[src/design/vzsc_pkg.sv]
// ----------------------------------------------------------------------------
// vzsc_pkg
// Shared types and constants for the vertical height spread checker.
// ----------------------------------------------------------------------------
package vzsc_pkg;

  localparam int MAX_BINS    = 64;
  localparam int Z_WIDTH     = 24;
  localparam int COUNT_WIDTH = 16;

  localparam int SPAN_W      = 23;
  localparam int MINSEP_W    = 16;
  localparam int SCALE_W     = 24;
  localparam int SCALE_SHIFT = 24;
  localparam int BINS_W      = 7;

  localparam int CALC_W   = ((Z_WIDTH > SPAN_W) ? Z_WIDTH : SPAN_W) + 2;
  localparam int BIN_W    = CALC_W - 1;
  localparam int PROD_W   = BIN_W + SCALE_W;
  localparam int BIDX_W   = (MAX_BINS > 1) ? $clog2(MAX_BINS) : 1;
  localparam int CNTCMP_W = (COUNT_WIDTH > MINSEP_W) ? COUNT_WIDTH : MINSEP_W;

  localparam int ADDR_W = 5;
  localparam int DATA_W = 32;

  localparam logic [COUNT_WIDTH-1:0] COUNT_MAX = '1;

  typedef enum logic [2:0] {
    REG_ENABLED,
    REG_MIN_Z_SPAN,
    REG_SEP_THRESHOLD,
    REG_MIN_SEP_POINTS,
    REG_Z_WINDOW,
    REG_INV_BIN_SCALE,
    REG_BIN_COUNT,
    REG_MIN_OCC_BINS
  } reg_index_t;

  typedef struct packed {
    logic                enabled;
    logic [SPAN_W-1:0]   span_min;
    logic [SPAN_W-1:0]   sep_thresh;
    logic [MINSEP_W-1:0] sep_points_min;
    logic [SPAN_W-1:0]   win_half;
    logic [SCALE_W-1:0]  inv_bin_scale;
    logic [BINS_W-1:0]   bins_used;
    logic [BINS_W-1:0]   occ_bins_min;
  } cfg_t;

  typedef struct packed {
    logic                       first;
    logic                       last;
    logic                       empty_query;
    logic                       query_ok;
    logic signed [Z_WIDTH-1:0]  query_z;
    logic                       neighbor_ok;
    logic signed [Z_WIDTH-1:0]  neighbor_z;
  } nbr_item_t;

  typedef struct packed {
    logic vertical;
    logic span_met;
    logic separated_met;
    logic bins_met;
    logic input_fault;
  } verdict_t;

endpackage

[src/design/vzsc_regs.sv]
// ----------------------------------------------------------------------------
// vzsc_regs
// APB register file holding the checker thresholds and bin setup.
// ----------------------------------------------------------------------------
module vzsc_regs
  import vzsc_pkg::*;
(
  input  logic              clk,
  input  logic              rst,
  input  logic              psel,
  input  logic              penable,
  input  logic              pwrite,
  input  logic [ADDR_W-1:0] paddr,
  input  logic [DATA_W-1:0] pwdata,
  output logic [DATA_W-1:0] prdata,
  output logic              pready,
  output cfg_t              cfg
);

  reg_index_t idx;
  logic       wr_en;

  assign pready = 1'b1;
  assign idx    = reg_index_t'(paddr[ADDR_W-1:2]);
  assign wr_en  = psel && penable && pwrite && pready;

  always_ff @(posedge clk) begin
    if (rst) begin
      cfg.enabled        <= 1'b0;
      cfg.span_min       <= SPAN_W'(1024);
      cfg.sep_thresh     <= SPAN_W'(512);
      cfg.sep_points_min <= MINSEP_W'(1);
      cfg.win_half       <= SPAN_W'(1024);
      cfg.inv_bin_scale  <= SCALE_W'(1048576);
      cfg.bins_used      <= BINS_W'(16);
      cfg.occ_bins_min   <= BINS_W'(1);
    end else if (wr_en) begin
      unique case (idx)
        REG_ENABLED:        cfg.enabled        <= pwdata[0];
        REG_MIN_Z_SPAN:     cfg.span_min       <= pwdata[SPAN_W-1:0];
        REG_SEP_THRESHOLD:  cfg.sep_thresh     <= pwdata[SPAN_W-1:0];
        REG_MIN_SEP_POINTS: cfg.sep_points_min <= pwdata[MINSEP_W-1:0];
        REG_Z_WINDOW:       cfg.win_half       <= pwdata[SPAN_W-1:0];
        REG_INV_BIN_SCALE:  cfg.inv_bin_scale  <= pwdata[SCALE_W-1:0];
        REG_BIN_COUNT:      cfg.bins_used      <= pwdata[BINS_W-1:0];
        REG_MIN_OCC_BINS:   cfg.occ_bins_min   <= pwdata[BINS_W-1:0];
        default: ;
      endcase
    end
  end

  always_comb begin
    unique case (idx)
      REG_ENABLED:        prdata = DATA_W'(cfg.enabled);
      REG_MIN_Z_SPAN:     prdata = DATA_W'(cfg.span_min);
      REG_SEP_THRESHOLD:  prdata = DATA_W'(cfg.sep_thresh);
      REG_MIN_SEP_POINTS: prdata = DATA_W'(cfg.sep_points_min);
      REG_Z_WINDOW:       prdata = DATA_W'(cfg.win_half);
      REG_INV_BIN_SCALE:  prdata = DATA_W'(cfg.inv_bin_scale);
      REG_BIN_COUNT:      prdata = DATA_W'(cfg.bins_used);
      REG_MIN_OCC_BINS:   prdata = DATA_W'(cfg.occ_bins_min);
      default:            prdata = '0;
    endcase
  end

endmodule

[src/design/vertical_z_spread_check.sv]
// ----------------------------------------------------------------------------
// vertical_z_spread_check
// Items pass through the s1, s2 and s3 registers to the registered verdict.
// Throughput: one item per cycle unless verdict_stall holds the output; min/max/count
// update in the input stage, the bin multiply result is registered, the bin map popcount has its own stage.
// Reset: synchronous; clears the pipeline, the accumulators and the bin map,
// and loads the register defaults.
// ----------------------------------------------------------------------------
module vertical_z_spread_check
  import vzsc_pkg::*;
(
  input  logic              clk,
  input  logic              rst,
  input  logic              psel,
  input  logic              penable,
  input  logic              pwrite,
  input  logic [ADDR_W-1:0] paddr,
  input  logic [DATA_W-1:0] pwdata,
  output logic [DATA_W-1:0] prdata,
  output logic              pready,
  input  logic              query_valid,
  output logic              query_stall,
  input  nbr_item_t         query_item,
  output logic              verdict_valid,
  input  logic              verdict_stall,
  output verdict_t          verdict
);

  typedef struct packed {
    logic             last;
    logic             empty_query;
    logic             clear_map;
    logic             hit_try;
    logic [BIN_W-1:0] bin;
  } s2_t;

  typedef struct packed {
    logic last;
    logic empty_query;
    logic fault;
    logic span;
    logic sep;
  } s3_t;

  cfg_t cfg;

  vzsc_regs u_regs (
    .clk     (clk),
    .rst     (rst),
    .psel    (psel),
    .penable (penable),
    .pwrite  (pwrite),
    .paddr   (paddr),
    .pwdata  (pwdata),
    .prdata  (prdata),
    .pready  (pready),
    .cfg     (cfg)
  );

  // pipeline registers
  logic      s1_valid, s2_valid, s3_valid;
  nbr_item_t s1;
  s2_t       s2, s2_next;
  s3_t       s3, s3_next;

  // accumulators
  logic signed [Z_WIDTH-1:0] held_z, lowest_z, highest_z;
  logic signed [Z_WIDTH-1:0] held_z_next, lowest_z_next, highest_z_next;
  logic [COUNT_WIDTH-1:0]    sep_count, sep_count_next;
  logic                      fault_seen, fault_seen_next;
  logic [MAX_BINS-1:0]       bin_map, bin_map_next;

  // flow control
  logic ld_out, adv_s3, adv_s2, adv_s1;
  logic s3_free, s2_free, s1_free, s3_res;

  assign s3_res  = s3.last || s3.empty_query;
  assign ld_out  = !verdict_valid || !verdict_stall;
  assign adv_s3  = s3_valid && (!s3_res || ld_out);
  assign s3_free = !s3_valid || adv_s3;
  assign adv_s2  = s2_valid && s3_free;
  assign s2_free = !s2_valid || adv_s2;
  assign adv_s1  = s1_valid && s2_free;
  assign s1_free = !s1_valid || adv_s1;
  assign query_stall = !s1_free;

  // stage 1: accumulate and scale the window offset
  logic signed [Z_WIDTH-1:0] lo_base, hi_base;
  logic signed [CALC_W-1:0]  held_ext, nz_ext, dz, win, offs;
  logic [BIN_W-1:0]          adz;
  logic [PROD_W-1:0]         prod;
  logic                      in_win;

  always_comb begin
    held_ext = s1.first ? CALC_W'($signed(s1.query_z)) : CALC_W'(held_z);
    nz_ext   = CALC_W'($signed(s1.neighbor_z));
    dz       = nz_ext - held_ext;
    adz      = dz[CALC_W-1] ? BIN_W'(-dz) : BIN_W'(dz);
    win      = $signed(CALC_W'(cfg.win_half));
    in_win   = (dz >= -win) && (dz < win);
    offs     = dz + win;
    prod     = PROD_W'(offs[BIN_W-1:0]) * PROD_W'(cfg.inv_bin_scale);

    lo_base         = s1.first ? $signed(s1.query_z) : lowest_z;
    hi_base         = s1.first ? $signed(s1.query_z) : highest_z;
    held_z_next     = s1.first ? $signed(s1.query_z) : held_z;
    sep_count_next  = s1.first ? '0 : sep_count;
    fault_seen_next = s1.first ? !s1.query_ok : fault_seen;
    lowest_z_next   = lo_base;
    highest_z_next  = hi_base;

    if (!s1.neighbor_ok) begin
      fault_seen_next = 1'b1;
    end else begin
      if ($signed(s1.neighbor_z) < lo_base) lowest_z_next = $signed(s1.neighbor_z);
      if ($signed(s1.neighbor_z) > hi_base) highest_z_next = $signed(s1.neighbor_z);
      if ((adz >= BIN_W'(cfg.sep_thresh)) && (sep_count_next < COUNT_MAX)) begin
        sep_count_next = sep_count_next + COUNT_WIDTH'(1);
      end
    end

    if (s1.empty_query) begin
      held_z_next     = '0;
      lowest_z_next   = '0;
      highest_z_next  = '0;
      sep_count_next  = '0;
      fault_seen_next = 1'b0;
    end

    s2_next.last        = s1.last;
    s2_next.empty_query = s1.empty_query;
    s2_next.clear_map   = s1.first || s1.empty_query;
    s2_next.hit_try     = s1.neighbor_ok && in_win && !s1.empty_query;
    s2_next.bin         = prod[PROD_W-1:SCALE_SHIFT];
  end

  // stage 2: set the bin bit, judge span and separation
  logic signed [CALC_W-1:0] span_diff;
  logic                     hit;

  always_comb begin
    span_diff = CALC_W'(highest_z) - CALC_W'(lowest_z);
    hit = s2.hit_try && (s2.bin < BIN_W'(cfg.bins_used)) && (s2.bin < BIN_W'(MAX_BINS));
    bin_map_next = s2.clear_map ? '0 : bin_map;
    if (hit) bin_map_next = bin_map_next | (MAX_BINS'(1) << s2.bin[BIDX_W-1:0]);

    s3_next.last        = s2.last;
    s3_next.empty_query = s2.empty_query;
    s3_next.fault       = fault_seen || !cfg.enabled;
    s3_next.span        = span_diff >= $signed(CALC_W'(cfg.span_min));
    s3_next.sep = CNTCMP_W'(sep_count) >= CNTCMP_W'(cfg.sep_points_min);
  end

  // stage 3: count occupied bins and form the verdict
  logic [BINS_W-1:0] occ;
  logic              flt, bins_ok;
  verdict_t          verdict_next;

  always_comb begin
    occ     = BINS_W'($countones(bin_map));
    bins_ok = occ >= cfg.occ_bins_min;
    flt     = s3.empty_query || s3.fault;
    verdict_next.input_fault   = flt;
    verdict_next.span_met      = !flt && s3.span;
    verdict_next.separated_met = !flt && s3.sep;
    verdict_next.bins_met      = !flt && bins_ok;
    verdict_next.vertical      = !flt && s3.span && s3.sep && bins_ok;
  end

  always_ff @(posedge clk) begin
    if (rst) begin
      s1_valid      <= 1'b0;
      s2_valid      <= 1'b0;
      s3_valid      <= 1'b0;
      verdict_valid <= 1'b0;
      held_z        <= '0;
      lowest_z      <= '0;
      highest_z     <= '0;
      sep_count     <= '0;
      fault_seen    <= 1'b0;
      bin_map       <= '0;
    end else begin
      if (s1_free) s1_valid <= query_valid;
      if (s2_free) s2_valid <= adv_s1;
      if (s3_free) s3_valid <= adv_s2;
      if (ld_out) verdict_valid <= adv_s3 && s3_res;
      if (adv_s1) begin
        held_z     <= held_z_next;
        lowest_z   <= lowest_z_next;
        highest_z  <= highest_z_next;
        sep_count  <= sep_count_next;
        fault_seen <= fault_seen_next;
      end
      if (adv_s2) bin_map <= bin_map_next;
    end
  end

  always_ff @(posedge clk) begin
    if (s1_free) s1 <= query_item;
    if (adv_s1) s2 <= s2_next;
    if (adv_s2) s3 <= s3_next;
    if (ld_out) verdict <= verdict_next;
  end

endmodule

[config.mk]
export PLATFORM = sky130hd
export DESIGN_NAME = vertical_z_spread_check
export DESIGN_NICKNAME = d
export VERILOG_FILES = /design/src/design/vzsc_pkg.sv /design/src/design/vzsc_regs.sv /design/src/design/vertical_z_spread_check.sv
export SDC_FILE = /design/constraint.sdc
export NUM_CORES = 2
export LEC_CHECK = 0
export ABC_AREA = 0
export BUFFER_PORTS_ARGS = -buffer_cell sky130_fd_sc_hd__buf_4
export CORE_ASPECT_RATIO = 0.7
export CORE_MARGIN = 10
export CORE_UTILIZATION = 56
export DETAILED_ROUTE_END_ITERATION = 10
export PLACE_DENSITY = 0.73
export SLEW_MARGIN = 20
export SYNTH_ARGS = -nofsm -noshare
export SYNTH_HDL_FRONTEND = slang
export SYNTH_HIERARCHICAL = 1
export SYNTH_SLANG_ARGS = --single-unit
export TNS_END_PERCENT = 30
[constraint.sdc]
create_clock -name clk -period 32.3 [get_ports clk]
set_clock_uncertainty 0.1 [all_clocks]
set_input_delay 6.46 -clock clk [delete_from_list [all_inputs] [get_ports clk]]
set_output_delay 6.46 -clock clk [all_outputs]
set_load 0.02 [all_outputs]
# Word-level counts from Yosys, hierarchy flattened

Index checks and enable logic that the tools add are counted.

Add/sub/neg operators: 69
Multiply operators: 1
Div/mod/pow operators: 0
Order comparisons: 11
Equality and inequality tests: 8
Shifts and indexed selects: 1
Multiplexer cells: 22
Bitwise operators: 1
Reduce and logical (&&, ||, !) cells: 49

Operators with widths:

| cell                 | count |
|---|---|
| $pmux 32 s8          | 1 |
| $mux 24              | 10 |
| $mux 64              | 2 |
| $add 1x1->2          | 32 |
| $mux 16              | 4 |
| $or 64x64->64        | 1 |
| $shl 1x6->64 const A | 1 |
| $mul 25x24->49       | 1 |
| $add 2x2->3          | 16 |
| $add 3x3->4          | 8 |
| $ge 26x26->1         | 1 |
| $lt 26x24->1         | 1 |
| $mux 26              | 1 |
| $neg 23->26          | 1 |
| $sub 24x26->26       | 1 |
| $add 25x24->25       | 1 |
| $ge 25x23->1         | 1 |
| $ge 25x24->1         | 1 |
| $lt 25x7->1          | 1 |
| $lt 25x7->1 const B  | 1 |
| $mux 25              | 1 |
| $neg 25->25          | 1 |
| $sub 24x24->25       | 1 |
| $gt 24x24->1         | 1 |
| 19 further kinds     | 72 |

Flip-flop bits (word level): 373
Latch bits: 0
Memory bits (writable): 0
Bits in read-only memories: 0
Bits of input ports: 97
Output and inout bits: 40
Logic and storage cells: 202
Memories: 0

# Logic depth before layout (Yosys ltp)

Word-level depth: 10
Gate-level depth with buffers: 49
Mapped depth without buffers: 45

# Hierarchy

Netlist, hierarchy kept.

Modules (own cells, without submodules):

| module                  | instances | cells an instance | area each (um2) | sequential area each (um2) |
|---|---|---|---|---|
| vertical_z_spread_check | 1         | 4258              | 38583.3         | 5905.7 |
| vzsc_regs               | 1         | 582               | 6043.3          | 2482.4 |

# Least setup slack after synthesis

Ideal clock, no wire load.

Path type: in2out
Start point: input verdict_stall
End point: output query_stall
Arrival time: 8754 ps
Required time: 25740 ps
Setup slack: 16986 ps
Stages: 4
Buffers on the path: 0
Cells stage by stage: nand2_1 > nor2_1 > nand3_1 > inv_1

Longest elaborated chain between the ends: 10

Ends and longest elaborated chain:

| what               | line                          | text |
|---|---|---|
| start: declaration | vertical_z_spread_check.sv:25 | `input logic verdict_stall,` |
| $logic_not 1->1    | vertical_z_spread_check.sv:78 | `assign ld_out = !verdict_valid \|\| !verdict_stall;` |
| $logic_or 1x1->1   | vertical_z_spread_check.sv:78 |  |
| $logic_or 1x1->1   | vertical_z_spread_check.sv:79 | `assign adv_s3 = s3_valid && (!s3_res \|\| ld_out);` |
| $logic_and 1x1->1  | vertical_z_spread_check.sv:79 |  |
| $logic_or 1x1->1   | vertical_z_spread_check.sv:80 | `assign s3_free = !s3_valid \|\| adv_s3;` |
| $logic_and 1x1->1  | vertical_z_spread_check.sv:81 | `assign adv_s2 = s2_valid && s3_free;` |
| $logic_or 1x1->1   | vertical_z_spread_check.sv:82 | `assign s2_free = !s2_valid \|\| adv_s2;` |
| $logic_and 1x1->1  | vertical_z_spread_check.sv:83 | `assign adv_s1 = s1_valid && s2_free;` |
| $logic_or 1x1->1   | vertical_z_spread_check.sv:84 | `assign s1_free = !s1_valid \|\| adv_s1;` |
| $logic_not 1->1    | vertical_z_spread_check.sv:85 | `assign query_stall = !s1_free;` |
| end: declaration   | vertical_z_spread_check.sv:22 | `output logic query_stall,` |

Every way passes these cells.

# Final worst setup path

Start point: input paddr[2]
End point: output prdata[15]

Longest elaborated chain between the ends: 2
Elaborated cells between the ends (all ways): 9
Classes of those cells: eq/ne: 7; mux: 1; reduce/logical: 1

Ends and longest elaborated chain:

| what                                     | line                          | text |
|---|---|---|
| start: declaration                       | vertical_z_spread_check.sv:17 | `input logic [ADDR_W-1:0] paddr,` |
| $eq 3x3->1, or another cell as far along | vzsc_regs.sv:53               | `unique case (idx)` |
| $pmux 32 s8 *                            | vzsc_regs.sv:53               |  |
| end: declaration                         | vertical_z_spread_check.sv:19 | `output logic [DATA_W-1:0] prdata,` |

Mark *: on every way between the ends. The rest lies on a longest branch, timed or not. The select of a mux whose other input is x is not followed.

==> impl_results.md <==
* CTS Hold Bufs at 0
* Setup CP Type: in -> out
* R2r setup slk at 17560 ps
* Area grow syn2layout at 7.60%
* Worst min-delay path startpoint: s2[28]$_DFFE_PP_
* Die area at 91600 um2
* Global placement routability congestion at 0.925
* Most used standard cell by instance count after synthesis: inv_1
* CTS tree: built
* Root Buffer: clkbuf_16
* Worst-case vdd ir drop at 0.0334 mV
* Status: complete, no violations
* Syn avg cell area at 9.22 um2
* Post-CTS Setup Repair Bufs at 0
* GRT overflow at 0
* CTS clk-pin slew, worst paths at 60 ps
* I/O pins at 137
* Synthesis Warnings at 6
* Startpoint types: input port
* Crit path arrival time at 8710 ps
* Yosys top cell area share at 0.251
* Post-Synthesis Cells at 4840
* Setup TNS at 0 ps
* Area contributors post-synth: fa_1 (25%), dfxtp_1 (13%), ha_1 (12%)
* DRC at 0
* Critical Path Fanout Max at 45
* DR pass1 iterations at 6
* DR vias at 34.4k
* Post-DRT Antenna Nets at 0
* Worst Setup EP: prdata[15]
* Crit share post-route at 0.473
* CP endpoint kind: primary output
* DRT iter0 DRCs at 3410
* Setup slack after layout at 17030 ps
* Layout Nets at 5936
* # diodes at 0
* Worst-Skew Late Latency at 580 ps
* Final WL at 122000 um
* CTS buffer count at 36
* Worst R2R Path Depth at 40
* Worst-margin pin slew at 1090 ps
* Critical R2R Capture: s2[24]$_DFFE_PP_
* Max cap viols at 0
* Clk buf depth at 3
* Final Max Tran Viols at 0
* Tot GR Track Use at 0.264
* Worst setup path startpoint: paddr[2]
* Synth unique cells at 99
* RSZ-0062 raised after global routing: no
* Initial antenna violation count at 5
* Commonest cells post-synth: inv_1 (832), fa_1 (560), ha_1 (435)
* Fill cells at 6682
* Final setup fails at 0
* Rows at 86
* Dpl hpwl at 93200 um
* Seq cells post-synth at 373
* Die Wd at 357 um
* CP required at 25740 ps
* H-tree level count at 2
* Core ar. at 78900 um2
* Sequential-to-total area share from yosys stat at 0.188
* Share of cells above drive strength 1 at 0.0749
* Initial Utilization at 0.566
* Vias in the first global route at 34.2k
* Post-CTS Resized at 0
* HP Class: reg -> reg
* Synth async-reset ratio at 0
* Largest area contributor in the netlist: fa_1
* Fmax achieved at 65.5 MHz
* Port buffer count at 117
* First-pass GRT wire length at 194000 um
* Hold Vio Cnt, Final at 0
* Prevailing post-synth register cell: dfxtp_1
* PwrDens at 33.8 nW/um2
* Placed Cells at 5862
* Largest net degree at the start of global routing at 211
* Post-Syn Area at 44600 um2
* Cell Count, Final, Fillers Out at 5927
* FF-to-FF Start: s1[52]$_DFFE_PN_
* P_leak at 22.7 nW
* Clock sink count at 373
* Die height at 256 um
* Relative slew slack at 0.268
* Pre-CTS setup slack at 17240 ps
* Vias/cell at 5.80
* Post-synth EDFFs at 92
* Final min period at 15270 ps
* DR WL/cell at 20.6 um
-- how the worst min path moves through the flow --
stage / to / slack (ps) / depth (start not counted)
detailed placement: s3[4]$_DFFE_PP_ / 310 / 0
floorplan: s2[28]$_DFFE_PP_ / 300 / 0
CTS: s3[4]$_DFFE_PP_ / 320 / 0
global placement: s3[4]$_DFFE_PP_ / 300 / 0
global route: s3[4]$_DFFE_PP_ / 330 / 0
finish: s3[4]$_DFFE_PP_ / 320 / 0
-- state kept, by name (all words and copies together), names as in the netlist --
register and flops:
bin_map 64, s3_valid 1, lowest_z 24, nz_ext 24, s2 29, s1 29
s3 5, held_z 24, verdict_valid 1, s1_valid 1, s2_valid 1, highest_z 24
u_regs/cfg 124, fault_seen 1, sep_count 16, verdict 5
-- report_power, final --
| part | internal, W | leakage [nW] | switching [W] | total [W] |
|---|---|---|---|---|
| registers | 0.000495 | 3.20 | 0.0000152 | 0.000510 |
| logic | 0.000231 | 18.9 | 0.000403 | 0.000635 |
| clock network | 0.000277 | 0.633 | 0.000199 | 0.000477 |
| total | 0.00100 | 22.7 | 0.000618 | 0.00162 |
-- placed cells by master (no fill, tap or decap), types with 9 or more instances in the layout --
| cell type | count |
|---|---|
| fa_1 | 560 |
| o21a_1 | 30 |
| nor4_1 | 19 |
| a21oi_1 | 119 |
| mux2_2 | 43 |
| nand2b_1 | 179 |
| dfxtp_1 | 280 |
| xor2_1 | 34 |
| a32oi_1 | 32 |
| nand2_1 | 386 |
| nor2_1 | 251 |
| nor2b_1 | 58 |
| nand4_1 | 33 |
| o21bai_1 | 9 |
| a211oi_1 | 19 |
| mux2i_1 | 242 |
| or2_2 | 10 |
| ha_1 | 435 |
| nor3_1 | 33 |
| o31ai_1 | 15 |
| conb_1 | 9 |
| clkbuf_16 | 39 |
| inv_1 | 832 |
| buf_4 | 191 |
| o21ai_0 | 86 |
| and3_1 | 14 |
| xnor2_1 | 72 |
| a22oi_1 | 92 |
| a31oi_1 | 16 |
| edfxtp_1 | 92 |
| a21o_1 | 65 |
| xnor2_2 | 11 |
| or4_1 | 9 |
| nand3_1 | 30 |
| o22ai_1 | 33 |
| a221oi_1 | 23 |
| o211ai_1 | 11 |
| and2_1 | 291 |
-- cells by family after synthesis --
logic type,Yosys count,synth area share
XOR/XNOR,128,0.0253
buffers and inverters,1066,0.0928
flip-flops,373,0.188
multiplexers,287,0.0661
AND/OR/NAND/NOR,1378,0.160
adder cells (fa/ha/maj),995,0.373
other,2,0.000168
AO/OA/AOI/OAI,611,0.0948
-- metrics by stage --
| step | power, W | util | instance area (um2) | hold slack, ps |
|---|---|---|---|---|
| after floorplan | 0.000926 | - | 44700 | 300 |
| after global placement | 0.00113 | 0.592 | 46700 | 300 |
| after detailed placement | 0.00114 | 0.592 | 46700 | 306 |
| after CTS | 0.00161 | 0.609 | 48000 | 322 |
| after global routing | 0.00170 | 0.609 | 48000 | 326 |
| final | 0.00162 | 0.609 | 48000 | 321 |
-- layout make-up --
class / count / area (um2) / share of cell area
clock inverters: 17 / 260 / 0.00542
well taps: 1056 / 1320 / 0.0275
repair buffers: 193 / 1470 / 0.0305
flip-flops and latches: 373 / 8390 / 0.175
multi-input cells: 3408 / 32400 / 0.675
clock buffers: 48 / 1040 / 0.0217
inverters: 832 / 3120 / 0.0650
-- metal layers --
layer	wire length (um)	vias up	GRT usage	share of wire
met1	57900	17100	0.417	0.47
li1	-	15700	-	-
met4	1400	0	0.0360	0.011
met3	13400	124	0.0601	0.11
met5	0	-	0	0
met2	49600	1497	0.368	0.41
-- worst max-delay path, cell delays in order --
cell and delay (ps):
buf_4 560, nor2b_1 210, buf_4 300, a221oi_1 140, nor2_1 700, buf_4 280
Note: power is estimated with default switching activity, not from simulation.
